### src/rtl/cwam_pkg.sv
// Shared types, constants and elaboration-time table builders for the cosine unit.
// No dependencies; used by every module of the block.
`default_nettype none

package cwam_pkg;

   localparam int ANGLE_W          = 32;
   localparam int RESULT_W         = 32;
   localparam int ANGLE_FRAC_BITS  = 16;
   localparam int RESULT_FRAC_BITS = 30;
   localparam int WORK_BITS        = 32;
   localparam int ROTATION_STAGES_DEF = 24;
   localparam int MAX_STAGES       = 32;

   // pi with 60 fraction bits
   localparam logic [63:0] PI_Q60 = 64'h3243F6A8885A308D;

   // reduction divisors and odd quarter turns, angle units
   localparam logic [63:0] DEG_FULL = 64'd360 << ANGLE_FRAC_BITS;
   localparam logic [63:0] DEG_Q1   = 64'd90 << ANGLE_FRAC_BITS;
   localparam logic [63:0] DEG_Q3   = 64'd270 << ANGLE_FRAC_BITS;
   localparam logic [63:0] RAD_FULL =
      (64'd2 * PI_Q60 + (64'd1 << (59 - ANGLE_FRAC_BITS))) >> (60 - ANGLE_FRAC_BITS);
   localparam logic [63:0] RAD_Q1 =
      (PI_Q60 + (64'd1 << (60 - ANGLE_FRAC_BITS))) >> (61 - ANGLE_FRAC_BITS);
   localparam logic [63:0] RAD_Q3 =
      (64'd3 * PI_Q60 + (64'd1 << (60 - ANGLE_FRAC_BITS))) >> (61 - ANGLE_FRAC_BITS);

   // pi/180 with 37 fraction bits
   localparam logic [63:0] DEG_K = (PI_Q60 + (64'd90 << 23)) / (64'd180 << 23);

   // working angle constants, radians with 32 fraction bits
   localparam logic [63:0] PI32      = (PI_Q60 + (64'd1 << 27)) >> 28;
   localparam logic [63:0] TWO_PI32  = (64'd2 * PI_Q60 + (64'd1 << 27)) >> 28;
   localparam logic [63:0] HALF_PI32 = (PI_Q60 + (64'd1 << 28)) >> 29;

   // magnitude of the input angle fits 32 bits (at most 2^31)
   localparam int MAG_W = 32;
   localparam int REDUCE_STEPS = $clog2(((64'd1 << 31) / RAD_FULL) + 64'd1);
   localparam int DIV_W = 33 + REDUCE_STEPS;

   localparam int RAD_W = 35;
   localparam int Z_W   = 36;
   localparam int XY_W  = 36;

   typedef struct packed {
      logic valid;
      logic degree;
      logic zero;
      logic negate;
   } ctl_type;

   // shift-subtract division, elaboration only
   function automatic logic [63:0] udiv64(input logic [63:0] num, input logic [63:0] den);
      logic [64:0] rem;
      logic [63:0] quo;
      rem = '0;
      quo = '0;
      for (int b = 63; b >= 0; b--) begin
         rem = {rem[63:0], num[b]};
         if (rem >= {1'b0, den}) begin
            rem = rem - {1'b0, den};
            quo[b] = 1'b1;
         end
      end
      return quo;
   endfunction

   // atan(2^-i) with 62 fraction bits from the odd power series
   function automatic logic [63:0] atan_q62(input int i);
      logic [63:0] sum;
      logic [63:0] term;
      int e;
      logic done;
      sum = '0;
      done = 1'b0;
      if (i == 0) begin
         sum = PI_Q60;
      end else begin
         for (int k = 0; k < 64; k++) begin
            e = i * (2 * k + 1);
            if (e > 62) done = 1'b1;
            if (!done) begin
               term = udiv64(64'd1 << (62 - e), 64'(2 * k + 1));
               if (k[0]) sum = sum - term;
               else sum = sum + term;
            end
         end
      end
      return sum;
   endfunction

   function automatic logic [63:0] atan_entry(input int i);
      return (atan_q62(i) + (64'd1 << 29)) >> 30;
   endfunction

   function automatic logic [63:0] isqrt64(input logic [63:0] v_arg);
      logic [63:0] v;
      logic [63:0] res;
      logic [63:0] bitv;
      v = v_arg;
      res = '0;
      bitv = 64'd1 << 62;
      for (int j = 0; j < 32; j++) begin
         if (bitv > v) bitv = bitv >> 2;
      end
      for (int j = 0; j < 32; j++) begin
         if (bitv != 64'd0) begin
            if (v >= res + bitv) begin
               v = v - (res + bitv);
               res = (res >> 1) + bitv;
            end else begin
               res = res >> 1;
            end
            bitv = bitv >> 2;
         end
      end
      return res;
   endfunction

   // reciprocal of the rotation gain, 32 fraction bits
   function automatic logic [63:0] inv_gain(input int stages);
      logic [63:0] prod;
      prod = 64'd1 << 62;
      for (int i = 0; i < MAX_STAGES; i++) begin
         if (i < stages) prod = prod + (prod >> (2 * i));
      end
      return udiv64(64'd1 << 63, isqrt64(prod));
   endfunction

endpackage

`default_nettype wire

### src/rtl/cwam_finish.sv
// Output stage: round x to the result format, clamp to +-1, apply sign and snap.
// Depends on cwam_pkg.
`default_nettype none

module cwam_finish (
   input  logic                                 clock,
   input  logic                                 reset,
   input  cwam_pkg::ctl_type                    in_ctl,
   input  logic signed [cwam_pkg::XY_W-1:0]     in_x,
   output logic                                 out_strobe,
   output logic signed [cwam_pkg::RESULT_W-1:0] out_cosine
);

   localparam int XW = cwam_pkg::XY_W;
   localparam int RS = cwam_pkg::WORK_BITS - cwam_pkg::RESULT_FRAC_BITS;
   localparam logic signed [XW-1:0] HALF_LSB = XW'(64'd1 << (RS - 1));
   localparam logic signed [XW-1:0] ONE_X    = XW'(64'd1 << cwam_pkg::RESULT_FRAC_BITS);

   logic signed [XW-1:0] rounded, clamped, signed_val;
   logic signed [cwam_pkg::RESULT_W-1:0] cos_in, cos_ff;
   logic strobe_ff;

   always_comb begin
      rounded = (in_x + HALF_LSB) >>> RS;
      if (rounded > ONE_X) begin
         clamped = ONE_X;
      end else if (rounded < -ONE_X) begin
         clamped = -ONE_X;
      end else begin
         clamped = rounded;
      end
      signed_val = in_ctl.negate ? -clamped : clamped;
      cos_in     = in_ctl.zero ? '0 : cwam_pkg::RESULT_W'(signed_val);
   end

   always_ff @(posedge clock) begin
      if (reset) begin
         strobe_ff <= 1'b0;
      end else begin
         strobe_ff <= in_ctl.valid;
      end
   end

   always_ff @(posedge clock) begin
      cos_ff <= cos_in;
   end

   assign out_strobe = strobe_ff;
   assign out_cosine = cos_ff;

endmodule

`default_nettype wire

### config.mk
export PLATFORM = sky130hd
export DESIGN_NAME = cwam_finish
export DESIGN_NICKNAME = d
export VERILOG_FILES = /design/src/rtl/cwam_pkg.sv /design/src/rtl/cwam_finish.sv
export SDC_FILE = /design/constraint.sdc
export NUM_CORES = 1
export LEC_CHECK = 0
export BUFFER_PORTS_ARGS = -buffer_cell sky130_fd_sc_hd__buf_2
export CAP_MARGIN = 0
export CORE_ASPECT_RATIO = 1.4
export CORE_MARGIN = 1
export CORE_UTILIZATION = 44
export DETAILED_ROUTE_END_ITERATION = 10
export PLACE_DENSITY = 0.68
export SLEW_MARGIN = 20
export SYNTH_ARGS = -nofsm -noshare
export SYNTH_HDL_FRONTEND = slang
export SYNTH_SLANG_ARGS = --single-unit
### constraint.sdc
create_clock -name clock -period 12.1 [get_ports clock]
set_input_delay 2.42 -clock clock [delete_from_list [all_inputs] [get_ports clock]]
set_output_delay 2.42 -clock clock [all_outputs]
set_load 0.01 [all_outputs]
# Word-level counts from Yosys, hierarchy flattened
# Index checks and enable logic that the tools add are counted.
dict set report totals {
  regBits 33
  input_bits 42
  output_inout_bits 33
  wordCells 9
}
dict set report classes {
  addsub 2
  order_cmp 2
  n_mux 3
}
# op count
set ops {}
lappend ops {{$mux 32} 3}
lappend ops {{$add 36x3->36 const B} 1}
lappend ops {{$gt 34x32->1 const B} 1}
lappend ops {{$lt 34x31->1 const B} 1}
lappend ops {{$neg 32->32} 1}

# Logic depth before layout (Yosys ltp)
# Gate-level depths: netlist of run 1.
dict set report depth {
  word_depth 6
  mapped_depth 23
}

# Least setup slack after synthesis of run 1
# No wires, ideal clock.
dict set report synth_path {
  kind {input -> register}
  start {input port in_x[1] (netlist name)}
  end {register cos_ff, in the netlist out_cosine[22]}
  arrival_time_ns 6.835
  slack_ns 5.131
  path_stages 21
  path_buffers 4
  cell_sequence {ha_1 > and3_1 > buf_4 > mux2i_1 > or4_1 > a221oi_1 > o211ai_1 > or4_4 > buf_6 > nand2_2 > buf_2 > nand2_1 > ha_1 > clkbuf_1 > nand2_1 > o21ba_2 > nand4_1 > o21ai_0 > a31o_4 > and3_1 > or4_1}
}
dict set report synth_between {
  elab_chain_cells 6
  word_cells_on_any_way 7
}
# item line
set synth_rtl {}
lappend synth_rtl {{from (decl)} cwam_finish.sv:9} ;# input logic signed [cwam_pkg::XY_W-1:0] in_x,
lappend synth_rtl {{$add 36x3->36 *} cwam_finish.sv:24} ;# rounded = (in_x + HALF_LSB) >>> RS;
lappend synth_rtl {{$lt 34x31->1} cwam_finish.sv:27} ;# end else if (rounded < -ONE_X) begin
lappend synth_rtl {{$mux 32} cwam_finish.sv:27}
lappend synth_rtl {{$mux 32 *} cwam_finish.sv:25} ;# if (rounded > ONE_X) begin
lappend synth_rtl {{$neg 32->32} cwam_finish.sv:32} ;# signed_val = in_ctl.negate ? -clamped : clamped;
lappend synth_rtl {{$mux 32 *} cwam_finish.sv:32}
lappend synth_rtl {{to (signal assigned)} cwam_finish.sv:45} ;# cos_ff <= cos_in;
lappend synth_rtl {{to (decl)} cwam_finish.sv:20} ;# logic signed [cwam_pkg::RESULT_W-1:0] cos_in, cos_ff;
# Every way passes the cells marked *; elsewhere a longest branch is shown, timed or not.
# A chain may end at the register's enable or synchronous reset.

# Final worst setup path of run 1
dict set report layout_path {
  start {input port in_x[1] (netlist name)}
  end {register cos_ff, in the netlist out_cosine[26]}
}
# Same word-level chain as after synthesis.

==> results of run 1 <==
## per-layer routing
layer / vias to the layer above / GRT usage / share of wire
met5: - / 0 / 0
met4: 0 / 0.107 / 0.030
met3: 18 / 0.0200 / 0.054
met2: 125 / 0.345 / 0.45
met1: 1398 / 0.295 / 0.47
li1: 1603 / - / -
## worst min-delay path by stage
stage	start	endpoint	slack (ns)	cells past startpoint
finish	reset	out_strobe	2.29	2
global placement	reset	out_strobe	2.58	2
floorplan	reset	out_strobe	2.49	1
detailed placement	reset	out_strobe	2.58	2
global route	reset	out_strobe	2.28	2
CTS	reset	out_strobe	2.28	2
## sequential cells by signal, summed over array words and instances, names as in the netlist
signal / count
out_cosine: 32
out_strobe: 1
## critical path, cell delays in order
cell	delay (ns)
sky130_fd_sc_hd__buf_2	0.15
sky130_fd_sc_hd__ha_1	0.25
sky130_fd_sc_hd__nand3_1	0.24
sky130_fd_sc_hd__nor2_1	0.79
sky130_fd_sc_hd__nand4_1	0.23
sky130_fd_sc_hd__xnor2_1	0.22
sky130_fd_sc_hd__or4_1	0.69
sky130_fd_sc_hd__or4_4	0.63
sky130_fd_sc_hd__nand2_2	0.29
sky130_fd_sc_hd__nand2_1	0.10
sky130_fd_sc_hd__ha_1	0.34
sky130_fd_sc_hd__nand2_1	0.12
sky130_fd_sc_hd__o21ba_2	0.19
sky130_fd_sc_hd__nand4_1	0.22
sky130_fd_sc_hd__o21ai_0	0.15
sky130_fd_sc_hd__a31o_4	0.27
sky130_fd_sc_hd__and4_1	0.17
sky130_fd_sc_hd__or4_1	0.50
## synth_stat cells, types with 5 or more instances
cell / count
sky130_fd_sc_hd__buf_2: 11
sky130_fd_sc_hd__o31ai_1: 5
sky130_fd_sc_hd__and3_1: 6
sky130_fd_sc_hd__o41ai_1: 6
sky130_fd_sc_hd__nand4_1: 13
sky130_fd_sc_hd__o21ai_0: 19
sky130_fd_sc_hd__nand3_1: 28
sky130_fd_sc_hd__xor2_1: 23
sky130_fd_sc_hd__and2_1: 9
sky130_fd_sc_hd__and4_1: 9
sky130_fd_sc_hd__or4_1: 8
sky130_fd_sc_hd__nand2_1: 35
sky130_fd_sc_hd__o22ai_1: 5
sky130_fd_sc_hd__nor2_1: 34
sky130_fd_sc_hd__clkbuf_1: 10
sky130_fd_sc_hd__nor4_1: 6
sky130_fd_sc_hd__dfxtp_1: 33
sky130_fd_sc_hd__nand2b_1: 5
sky130_fd_sc_hd__inv_1: 6
sky130_fd_sc_hd__xnor2_1: 26
sky130_fd_sc_hd__a21oi_1: 10
sky130_fd_sc_hd__nor3_1: 16
## area by class of cell
type,instances,area (um2),share of cell area
multi-input cells,342,2250,0.641
flip-flops and latches,33,661,0.188
repair buffers,72,360,0.103
well taps,92,115,0.0328
clock buffers,7,96.3,0.0274
inverters,6,22.5,0.00641
clock inverters,1,5.00,0.00143
## power by group through the flow
stage	clock [W]	sequential, W	combinational, W
after floorplan	0	0.000119	0.0000435
after global placement	0	0.000116	0.0000677
after detailed placement	0	0.000116	0.0000687
after CTS	0.0000908	0.000114	0.0000690
after global routing	0.0000959	0.000114	0.0000771
final	0.0000881	0.000114	0.0000697
## per-stage QoR
step,util,hold WS (ns),total power [W]
2_1_floorplan,-,2.49,0.000162
5_1_grt,0.527,2.28,0.000287
3_3_place_gp,0.512,2.58,0.000184
3_5_place_dp,0.512,2.58,0.000185
6_report,0.527,2.29,0.000272
4_1_cts,0.527,2.28,0.000274
## logic make-up (layout without fill, tap and decap cells)
logic type      count (synthesis)  after routing
fa+ha+maj                       2              2
xor+xnor                       49             49
compound gates                 84             84
buf+inv                        34             86
simple gates                  200            200
mux                             7              7
flops                          33             33
==> out/results.env, run 1 <==
POST-PLACE-CELLS=545
FINALSETUPVIOLATIONS=0
SHARE_COMB_OF_TOTAL_POWER=0.257
ANTENNA_CELLS_INSERTED=0
TOTAL_OF_FLIP_FLOPS_PLUS_LATCHES_AFTER_SYNTHESIS=33
COMMONEST_CELLS_AFTER_ROUTING_FILL_AND_TAPS_ASIDE='sky130_fd_sc_hd__buf_2 (72), sky130_fd_sc_hd__nand2_1 (35), sky130_fd_sc_hd__nor2_1 (34)'
P_SW_FRAC=0.294
RSZ0062_AT_GRT='no'
STATIC-LEAKAGE-POWER_nW=1.33
CTS_ROOT_BUFFER='sky130_fd_sc_hd__clkbuf_8'
FIRST_PASS_GRT_WIRE_LENGTH_MM=12.9
DIE_AREA_MM2=0.00733
SYNTH_AREA_LEADERS='sky130_fd_sc_hd__dfxtp_1 (21%), sky130_fd_sc_hd__xnor2_1 (7.4%), sky130_fd_sc_hd__xor2_1 (6.6%)'
HTREE_NUM_LEVELS=2
CRITPATHKIND='input port to flip-flop'
STARTPOINT_TYPE='input port'
WL_PER_CELL_UM=14.1
NUMBER_OF_BUFFERS_CREATED_BY_CTS=5
CLOCKPOWERSHARE=0.324
SYNTH.DISTINCT_CELLS=60
POWER.SHARE.SEQUENTIAL=0.419
VIAS=3144
SYNTH_ENABLE_FLOP_CELLS=0
CTS_HOLD_BUFFERS_ADDED=0
SYN_INST=409
CORE.ROWCOUNT=35
MAXIMUM_NUMBER_OF_PINS_ON_ONE_NET_BEFORE_GLOBAL_ROUTE_REPAIR=40
YOSYS-MUX-AREA-FRACTION=0.0244
POST-ROUTE-MIN-PERIOD_NS=7.84
MOSTFREQUENTLAYOUTCELL='sky130_fd_sc_hd__buf_2'
DETAIL_ROUTE.WIRELENGTH_MM=7.80
WORST_PIN_SLEW_NS=0.949
DRC=0
SYNTH_TOP_FAMILY_BY_AREA='simple AND/OR/NAND/NOR gates'
FIN_CELLS=553
POST_ROUTE_CELL_AREA_MM2=0.00351
YOSYSWARNINGS=0
LAYOUT_CELL_SHARE_WITH_DRIVE_STRENGTH_BEYOND_1=0.223
CLKSLEWWORSTSETUPHOLDPATHS_NS=0.06
FINAL.PERIOD_UTILIZATION=0.648
TOTAL_GR_OVERFLOW=0
DRV_CAP=0
GLOBALPLACE.CONGESTION=0.968
HOLD_CLASS='input port to flip-flop'
DPL.HPWL_MM=6.26
VIAS_PER_CELL=5.69
POST_CTS_RESIZED=0
YOSYS.AREA_SHARE.SIMPLE=0.369
SYNTH_TOP_AREA_FRAC=0.215
COMBINED_AREA_OF_ALL_SYNTHESIZED_CELLS_MM2=0.00308
CRITICAL_PATH_PEAK_FANOUT=17
SYNTH_SEQ_AREA_SHARE=0.215
WORST_EP_REQUIRED_TIME_NS=12.24
NETSWITCHINGPOWER_W=0.0000799
SYNTH-COMPOUND-AREA-SHARE=0.191
CTS.SINKS=33
CELL_INTERNAL_PWR_W=0.000192
MAX-VDD-IR-DROP_V=0.0000469
TIMING.MAX_SLEW.REL_SLACK=0.365
INITIAL_UTILIZATION=0.462
POSTCTSSETUPREPAIRBUFS=0
FP.COREAREA_MM2=0.00666
DRTITER0DRC=165
BOUNDARYPINS=75
MAX_CLOCK_FREQ_MHz=128
FINALSETUPTNS_NS=0
SYNTH-XOR-AREA-SHARE=0.140
HOLD_VIOL_FINAL=0
P_PER_AREA_mW_PER_MM2=77.3
FILL_CELL_INSTANCE_COUNT_OF_THE_FINAL_LAYOUT=714
RUN_STATUS='complete, no violations'
NUMBER_OF_ANTENNA_VIOLATIONS_AT_THE_FIRST_CHECK_IN_GLOBAL_ROUTING=0
GR-USAGE-ALL-LAYERS=0.219
CTS_TREE='built'
CRIT_START='in_x[1]'
SYN_AREA_PER_CELL_UM2=7.52
SYNTH-ADDER-AREA-SHARE=0.00814
AREA_GROWTH_SYN_TO_LAYOUT_PCT=14.2
ASYNCSETRESETFLOPFRACSYNTH=0
DETAILED_PLACE.AREA_MM2=0.00341
SYNTH.NET_COUNT=453
FIRST_GLOBAL_VIAS=2720
CTS.PATH.MAX_BUFFERS=2
SYNTH_TOP_FLOP_CELL='sky130_fd_sc_hd__dfxtp_1'
FIRST_PASS_ITERS=5
DIE_HEIGHT_UM=101
SYNTH_TOP_CELL_BY_AREA='sky130_fd_sc_hd__dfxtp_1'
FP.DIEW_UM=72.7
DETAILEDPLACE.WORSTSLACK_NS=4.04
CP.ARRIVAL_NS=7.99
FINAL_NET_COUNT=504
SETUP_WS_NS=4.26
SLEW_VIOL_FINAL=0
SETUP.WORST_PATH.END='out_cosine[26]'
PORT-BUFFER-COUNT=72
ANT_NETS=0
SETUP.WORST_PATH.END_CLASS='flip-flop'
(Power assumes the default switching activity.)
==> inputs of run 2 (changes only) <==
- PLACE_DENSITY: 0.68 -> 0.7
- clock period: 12.1 -> 7.08 ns (I/O delays scaled with it)
==> run 2 against run 1 <==
Compared with the run above: core utilization grew 0.38 points; largest cell class unchanged; non-clock buffer count is 7 higher; power grew 61%; critical path depth unchanged; cell count increased by 0.90%; via count is 0.19% lower; design area is 0.71% higher; sequential share of layout area decreased by 0.13 points; setup slack got worse by 3.4 ns; first-iteration DRC count rose by 6.7%.
==> out/results.env, run 2 (same netlist as run 1, synthesis figures left out) <==
CLKSLEWWORSTSETUPHOLDPATHS_NS=0.06  # about the same
DRV_CAP=0  # unchanged
CRITPATHKIND='input port to flip-flop'  # unchanged
HTREE_NUM_LEVELS=2  # unchanged
FIRST_PASS_GRT_WIRE_LENGTH_MM=13.7  # was 12.9 mm
CRITICAL_PATH_PEAK_FANOUT=17  # unchanged
P_PER_AREA_mW_PER_MM2=124  # was 77.3 mW/mm2
INITIAL_UTILIZATION=0.462  # unchanged
NUMBER_OF_BUFFERS_CREATED_BY_CTS=5  # unchanged
GROUTE.LAYER.MET1.USAGE=0.313  # was 0.295
MAX-VDD-IR-DROP_V=0.0000948  # was 0.0000469 V
MAX_CLOCK_FREQ_MHz=161
LAYOUT_CELL_SHARE_WITH_DRIVE_STRENGTH_BEYOND_1=0.232  # was 0.223
TIMING.CRITICAL_PATH.CELLS='buf_2 > ha_1 > and3_1 > nand2_1 > o21ai_0 > nand4_1 > or4_1 > or4_4 > nand2_2 > nand2_1 > ha_1 > nand2_1 > o21ba_2 > nand4_1 > o21ai_0 > a31o_4 > and3_1 > or4_1'  # was buf_2 > ha_1 > nand3_1 > nor2_1 > nand4_1 > xnor2_1 > or4_1 > or4_4 > nand2_2 > nand2_1 > ha_1 > nand2_1 > o21ba_2 > nand4_1 > o21ai_0 > a31o_4 > and4_1 > or4_1
TIMING.MAX_SLEW.REL_SLACK=0.553  # was 0.365
FP.COREAREA_MM2=0.00666  # unchanged
FINAL.PERIOD_UTILIZATION=0.875
NETSWITCHINGPOWER_W=0.000133  # was 0.0000799 W
SHARE_COMB_OF_TOTAL_POWER=0.275  # was 0.257
CP_SLOWEST_STAGE_DELAY_NS=0.69  # was 0.79 ns
WORST_PIN_SLEW_NS=0.664  # was 0.949 ns
RUN_STATUS='complete, no violations'  # unchanged
STATIC-LEAKAGE-POWER_nW=1.35  # was 1.33 nW
CTS.SINKS=33  # unchanged
DRC=0  # unchanged
FINAL_NET_COUNT=511  # was 504
FINALSETUPTNS_NS=0  # unchanged
POWER.SHARE.SEQUENTIAL=0.444  # was 0.419
ANTENNA_CELLS_INSERTED=0  # unchanged
LARGEST_REG_FLOPS=32  # unchanged
GLOBALPLACE.CONGESTION=0.975  # was 0.968
COMMONEST_CELLS_AFTER_ROUTING_FILL_AND_TAPS_ASIDE='sky130_fd_sc_hd__buf_2 (72), sky130_fd_sc_hd__nand2_1 (35), sky130_fd_sc_hd__nor2_1 (34)'  # unchanged
SETUP.WORST_PATH.END_CLASS='flip-flop'  # unchanged
CPMOSTUSEDCELL='sky130_fd_sc_hd__nand2_1'
CTS_ROOT_BUFFER='sky130_fd_sc_hd__clkbuf_8'  # unchanged
CELL_INTERNAL_PWR_W=0.000305  # was 0.000192 W
DIE_HEIGHT_UM=101  # unchanged
GR-USAGE-MET2=0.379  # was 0.345
CP.ARRIVAL_NS=6.34  # was 7.99 ns
ANT_NETS=0  # unchanged
HOLD_CLASS='input port to flip-flop'  # unchanged
RSZ0062_AT_GRT='no'  # unchanged
BUSIEST_LAYER='met2'  # unchanged
CTS_HOLD_BUFFERS_ADDED=0  # unchanged
CLOCKPOWERSHARE=0.282  # was 0.324
CORE.ROWCOUNT=35  # unchanged
MET3_USAGE=0.0150  # was 0.0200
CRIT_START='in_x[1]'  # unchanged
STARTPOINT_TYPE='input port'  # unchanged
POST_CTS_RESIZED=0  # unchanged
NUMBER_OF_ANTENNA_VIOLATIONS_AT_THE_FIRST_CHECK_IN_GLOBAL_ROUTING=0  # unchanged
HOLD_VIOL_FINAL=0  # unchanged
DIE_AREA_MM2=0.00733  # unchanged
MOSTFREQUENTLAYOUTCELL='sky130_fd_sc_hd__buf_2'  # unchanged
WORST_EP_REQUIRED_TIME_NS=7.23  # was 12.24 ns
FP.DIEW_UM=72.7  # unchanged
CTS.PATH.MAX_BUFFERS=2  # unchanged
FINALSETUPVIOLATIONS=0  # unchanged
GR-USAGE-ALL-LAYERS=0.232  # was 0.219
VIAS_PER_CELL=5.62  # was 5.69
PORT-BUFFER-COUNT=72  # unchanged
POST-ROUTE-MIN-PERIOD_NS=6.19
MAXIMUM_NUMBER_OF_PINS_ON_ONE_NET_BEFORE_GLOBAL_ROUTE_REPAIR=40  # unchanged
DPL.HPWL_MM=6.33  # was 6.26 mm
TOTAL_GR_OVERFLOW=0  # unchanged
VIAS=3138  # was 3144
CTS_TREE='built'  # unchanged
P_SW_FRAC=0.304  # was 0.294
AREA_GROWTH_SYN_TO_LAYOUT_PCT=15.0  # was 14.2%
POWER.TOTAL_W=0.000438  # was 0.000272 W
DRTITER0DRC=176  # was 165
HOLDPATHSTAGES=2  # unchanged
FIRST_GLOBAL_VIAS=2921  # was 2720
DETAIL_ROUTE.WIRELENGTH_MM=7.90  # was 7.80 mm
WL_PER_CELL_UM=14.2  # was 14.1 um
POSTCTSSETUPREPAIRBUFS=0  # unchanged
FIRST_PASS_ITERS=4  # was 5
BOUNDARYPINS=75  # unchanged
SLEW_VIOL_FINAL=0  # unchanged
CP_SLOWEST_CELL='sky130_fd_sc_hd__or4_1'  # was sky130_fd_sc_hd__nor2_1
SETUP.WORST_PATH.END='out_cosine[22]'  # was out_cosine[26]
-- run 2: area by class of cell --
class / instances / area [um2]
clock buffer: 5 / 68.8
clock inverter: 1 / 5.00
fill: 672 / 3120
inverter: 6 / 22.5
multi-input combinational: 342 / 2250
sequential: 33 / 661
tap: 92 / 115
timing repair buffer: 79 / 413
-- run 2: how the worst min path moves through the flow --
stage               start    endpoint  slack [ns]
floorplan           reset  out_strobe        1.49
global placement    reset  out_strobe        1.58
detailed placement  reset  out_strobe        1.58
CTS                 reset  out_strobe        1.28
global route        reset  out_strobe        1.29
finish              reset  out_strobe        1.29
-- run 2: per-stage QoR --
step / cells / area, um2 / worst slack [ns] / utilization / hold slack [ns]
2_1_floorplan: 409 / 3080 / 1.11 / - / 1.49
3_3_place_gp: 552 / 3460 / 0.754 / 0.520 / 1.58
3_5_place_dp: 552 / 3460 / 0.658 / 0.520 / 1.58
4_1_cts: 558 / 3540 / 0.941 / 0.531 / 1.28
5_1_grt: 558 / 3540 / 0.567 / 0.531 / 1.29
6_report: 558 / 3540 / 0.886 / 0.531 / 1.29
-- run 2: critical path, delay by kind of cell --
kind                     cells  cell delay [ns]
AO/OA/AOI/OAI                4             0.84
AND/OR/NAND/NOR             11             3.44
buffers and inverters        1             0.16
adder cells (fa/ha/maj)      2             0.48
-- run 2: power groups by stage --
stage	Combinational (W)	Sequential [W]	Clock, W
2_1_floorplan	0.0000743	0.000203	0
3_3_place_gp	0.000117	0.000199	0
3_5_place_dp	0.000119	0.000199	0
4_1_cts	0.000119	0.000195	0.000129
5_1_grt	0.000134	0.000195	0.000134
6_report	0.000120	0.000194	0.000124
-- run 2: per-layer routing --
layer | up-vias | routed length (um)
li1 | 1622 | -
met1 | 1397 | 3700
met2 | 103 | 3640
met3 | 16 | 356
met4 | 0 | 212
met5 | - | 0
==> inputs of run 3 (changes only) <==
- PLACE_DENSITY: 0.7 -> 0.67
==> run 3 against run 2 <==
Compared with the run above: cell count is the same; sequential power is essentially flat; setup slack gained 0.031 ns; flip-flop and latch count is the same; first-iteration DRC count grew 0.57%; critical path type unchanged.
==> out/results.env, run 3 (same netlist as run 1, synthesis figures left out) <==
RUN_STATUS='complete, no violations'  # unchanged
HTREE_NUM_LEVELS=2  # unchanged
LARGEST_REG_FLOPS=32  # unchanged
HOLD_VIOL_FINAL=0  # unchanged
LAYOUT_CELL_SHARE_WITH_DRIVE_STRENGTH_BEYOND_1=0.230  # was 0.232
CPLARGESTDELAYFAMILY='simple AND/OR/NAND/NOR gates'  # unchanged
CLKSLEWWORSTSETUPHOLDPATHS_NS=0.06  # about the same
TIMING.CRITICAL_PATH.CELLS='buf_2 > ha_1 > and3_1 > nand2_1 > o21ai_0 > nand4_1 > or4_1 > or4_4 > nand2_2 > nand2_1 > ha_1 > nand2_1 > o21ba_2 > nand4_1 > o21ai_0 > a31o_4 > and3_1 > or4_1'  # unchanged
DETAIL_ROUTE.WIRELENGTH_MM=7.81  # was 7.90 mm
POST-PLACE-CELLS=551  # was 552
POWER.SHARE.SEQUENTIAL=0.433  # was 0.444
TIMING.MAX_SLEW.REL_SLACK=0.550  # was 0.553
WL_PER_CELL_UM=14.0  # was 14.2 um
FIN_UTIL=0.532  # was 0.531
P_PER_AREA_mW_PER_MM2=127  # was 124 mW/mm2
STARTPOINT_TYPE='input port'  # unchanged
RSZ0062_AT_GRT='no'  # unchanged
WORST_EP_REQUIRED_TIME_NS=7.23  # about the same
CTS.SINKS=33  # unchanged
NETSWITCHINGPOWER_W=0.000132  # was 0.000133 W
PATH_BUF_INV=1  # unchanged
SETUP.WORST_PATH.END_CLASS='flip-flop'  # unchanged
CTS_TREE='built'  # unchanged
INITIAL_UTILIZATION=0.462  # unchanged
FIRST_GLOBAL_VIAS=2831  # was 2921
FP.DIEW_UM=72.7  # unchanged
DRTITER0DRC=177  # was 176
VIAS_PER_CELL=5.70  # was 5.62
CPMOSTUSEDCELL='sky130_fd_sc_hd__nand2_1'  # unchanged
CP_SLOWEST_CELL='sky130_fd_sc_hd__or4_1'  # unchanged
GR-USAGE-ALL-LAYERS=0.223  # was 0.232
FIN_CELLS=558  # unchanged
ANTENNA_CELLS_INSERTED=0  # unchanged
CELL_INTERNAL_PWR_W=0.000317  # was 0.000305 W
MOSTFREQUENTLAYOUTCELL='sky130_fd_sc_hd__buf_2'  # unchanged
COMMONEST_CELLS_AFTER_ROUTING_FILL_AND_TAPS_ASIDE='sky130_fd_sc_hd__buf_2 (72), sky130_fd_sc_hd__nand2_1 (35), sky130_fd_sc_hd__nor2_1 (34)'  # unchanged
FIRST_PASS_ITERS=5  # was 4
CRITPATHKIND='input port to flip-flop'  # unchanged
FP.COREAREA_MM2=0.00666  # unchanged
CRITICAL_PATH_PEAK_FANOUT=17  # unchanged
BOUNDARYPINS=75  # unchanged
DETAILEDPLACE.WORSTSLACK_NS=0.660  # was 0.658 ns
DIE_AREA_MM2=0.00733  # unchanged
CP.ARRIVAL_NS=6.31  # was 6.34 ns
FINALSETUPTNS_NS=0  # unchanged
HOLD_CLASS='input port to flip-flop'  # unchanged
POST-ROUTE-MIN-PERIOD_NS=6.16  # was 6.19 ns
GLOBALPLACE.CONGESTION=0.956  # was 0.975
CP_SLOWEST_STAGE_DELAY_NS=0.68  # was 0.69 ns
DRV_CAP=0  # unchanged
CTS_ROOT_BUFFER='sky130_fd_sc_hd__clkbuf_8'  # unchanged
POST_ROUTE_CELL_AREA_MM2=0.00354  # about the same
DRC=0  # unchanged
TOTAL_GR_OVERFLOW=0  # unchanged
SHARE_COMB_OF_TOTAL_POWER=0.268  # was 0.275
MAX_CLOCK_FREQ_MHz=162  # was 161 MHz
PORT-BUFFER-COUNT=72  # unchanged
POSTCTSSETUPREPAIRBUFS=0  # unchanged
DPL.HPWL_MM=6.26  # was 6.33 mm
DIE_HEIGHT_UM=101  # unchanged
NUMBER_OF_ANTENNA_VIOLATIONS_AT_THE_FIRST_CHECK_IN_GLOBAL_ROUTING=0  # unchanged
FINAL_NET_COUNT=510  # was 511
SETUP_WS_NS=0.918  # was 0.886 ns
CTS.PATH.MAX_BUFFERS=2  # unchanged
CTS_HOLD_BUFFERS_ADDED=0  # unchanged
FIRST_PASS_GRT_WIRE_LENGTH_MM=13.1  # was 13.7 mm
AREA_GROWTH_SYN_TO_LAYOUT_PCT=15.1  # was 15.0%
ANT_NETS=0  # unchanged
FINAL.PERIOD_UTILIZATION=0.870  # was 0.875
SLEW_VIOL_FINAL=0  # unchanged
MAX-VDD-IR-DROP_V=0.0000672  # was 0.0000948 V
MAXIMUM_NUMBER_OF_PINS_ON_ONE_NET_BEFORE_GLOBAL_ROUTE_REPAIR=40  # unchanged
VIAS=3183  # was 3138
POST_CTS_RESIZED=0  # unchanged
P_SW_FRAC=0.293  # was 0.304
DETAILED_PLACE.AREA_MM2=0.00345  # was 0.00346 mm2
FINALSETUPVIOLATIONS=0  # unchanged
STATIC-LEAKAGE-POWER_nW=1.35  # about the same
CLOCKPOWERSHARE=0.299  # was 0.282
CORE.ROWCOUNT=35  # unchanged
NUMBER_OF_BUFFERS_CREATED_BY_CTS=5  # unchanged
WORST_PIN_SLEW_NS=0.669  # was 0.664 ns
==> run 3: through the flow <==
step / total power [W] / hold slack [ns]
global route: 0.000473 / 1.31
finish: 0.000449 / 1.29
floorplan: 0.000277 / 1.49
global placement: 0.000315 / 1.57
CTS: 0.000453 / 1.29
detailed placement: 0.000317 / 1.58
==> run 3: area by class of cell <==
cell class	count	area [um2]
Fill cell	705	3120
Multi-Input combinational cell	342	2250
Sequential cell	33	661
Timing Repair Buffer	78	405
Tap cell	92	115
Clock buffer	7	86.3
Inverter	6	22.5
==> run 3: path summary, 6_finish.rpt <==
kind	from	endpoint	slack [ns]	cells past startpoint
worst max-delay path	in_x[2]	out_cosine[22]	0.92	18
worst min-delay path	reset	out_strobe	1.29	2
==> run 3: power by group through the flow <==
stage	combinational, W	clock [W]	sequential (W)
2_1_floorplan	0.0000743	0	0.000203
3_3_place_gp	0.000117	0	0.000199
3_5_place_dp	0.000119	0	0.000199
4_1_cts	0.000119	0.000139	0.000195
5_1_grt	0.000133	0.000144	0.000195
6_report	0.000120	0.000134	0.000194
==> run 3: layer usage <==
metal | share of wire | up-vias | GRT usage
met3 | 0.046 | 18 | 0.0150
met5 | 0 | - | 0
met4 | 0.029 | 0 | 0.112
met1 | 0.46 | 1441 | 0.290
met2 | 0.46 | 103 | 0.367
li1 | - | 1621 | -
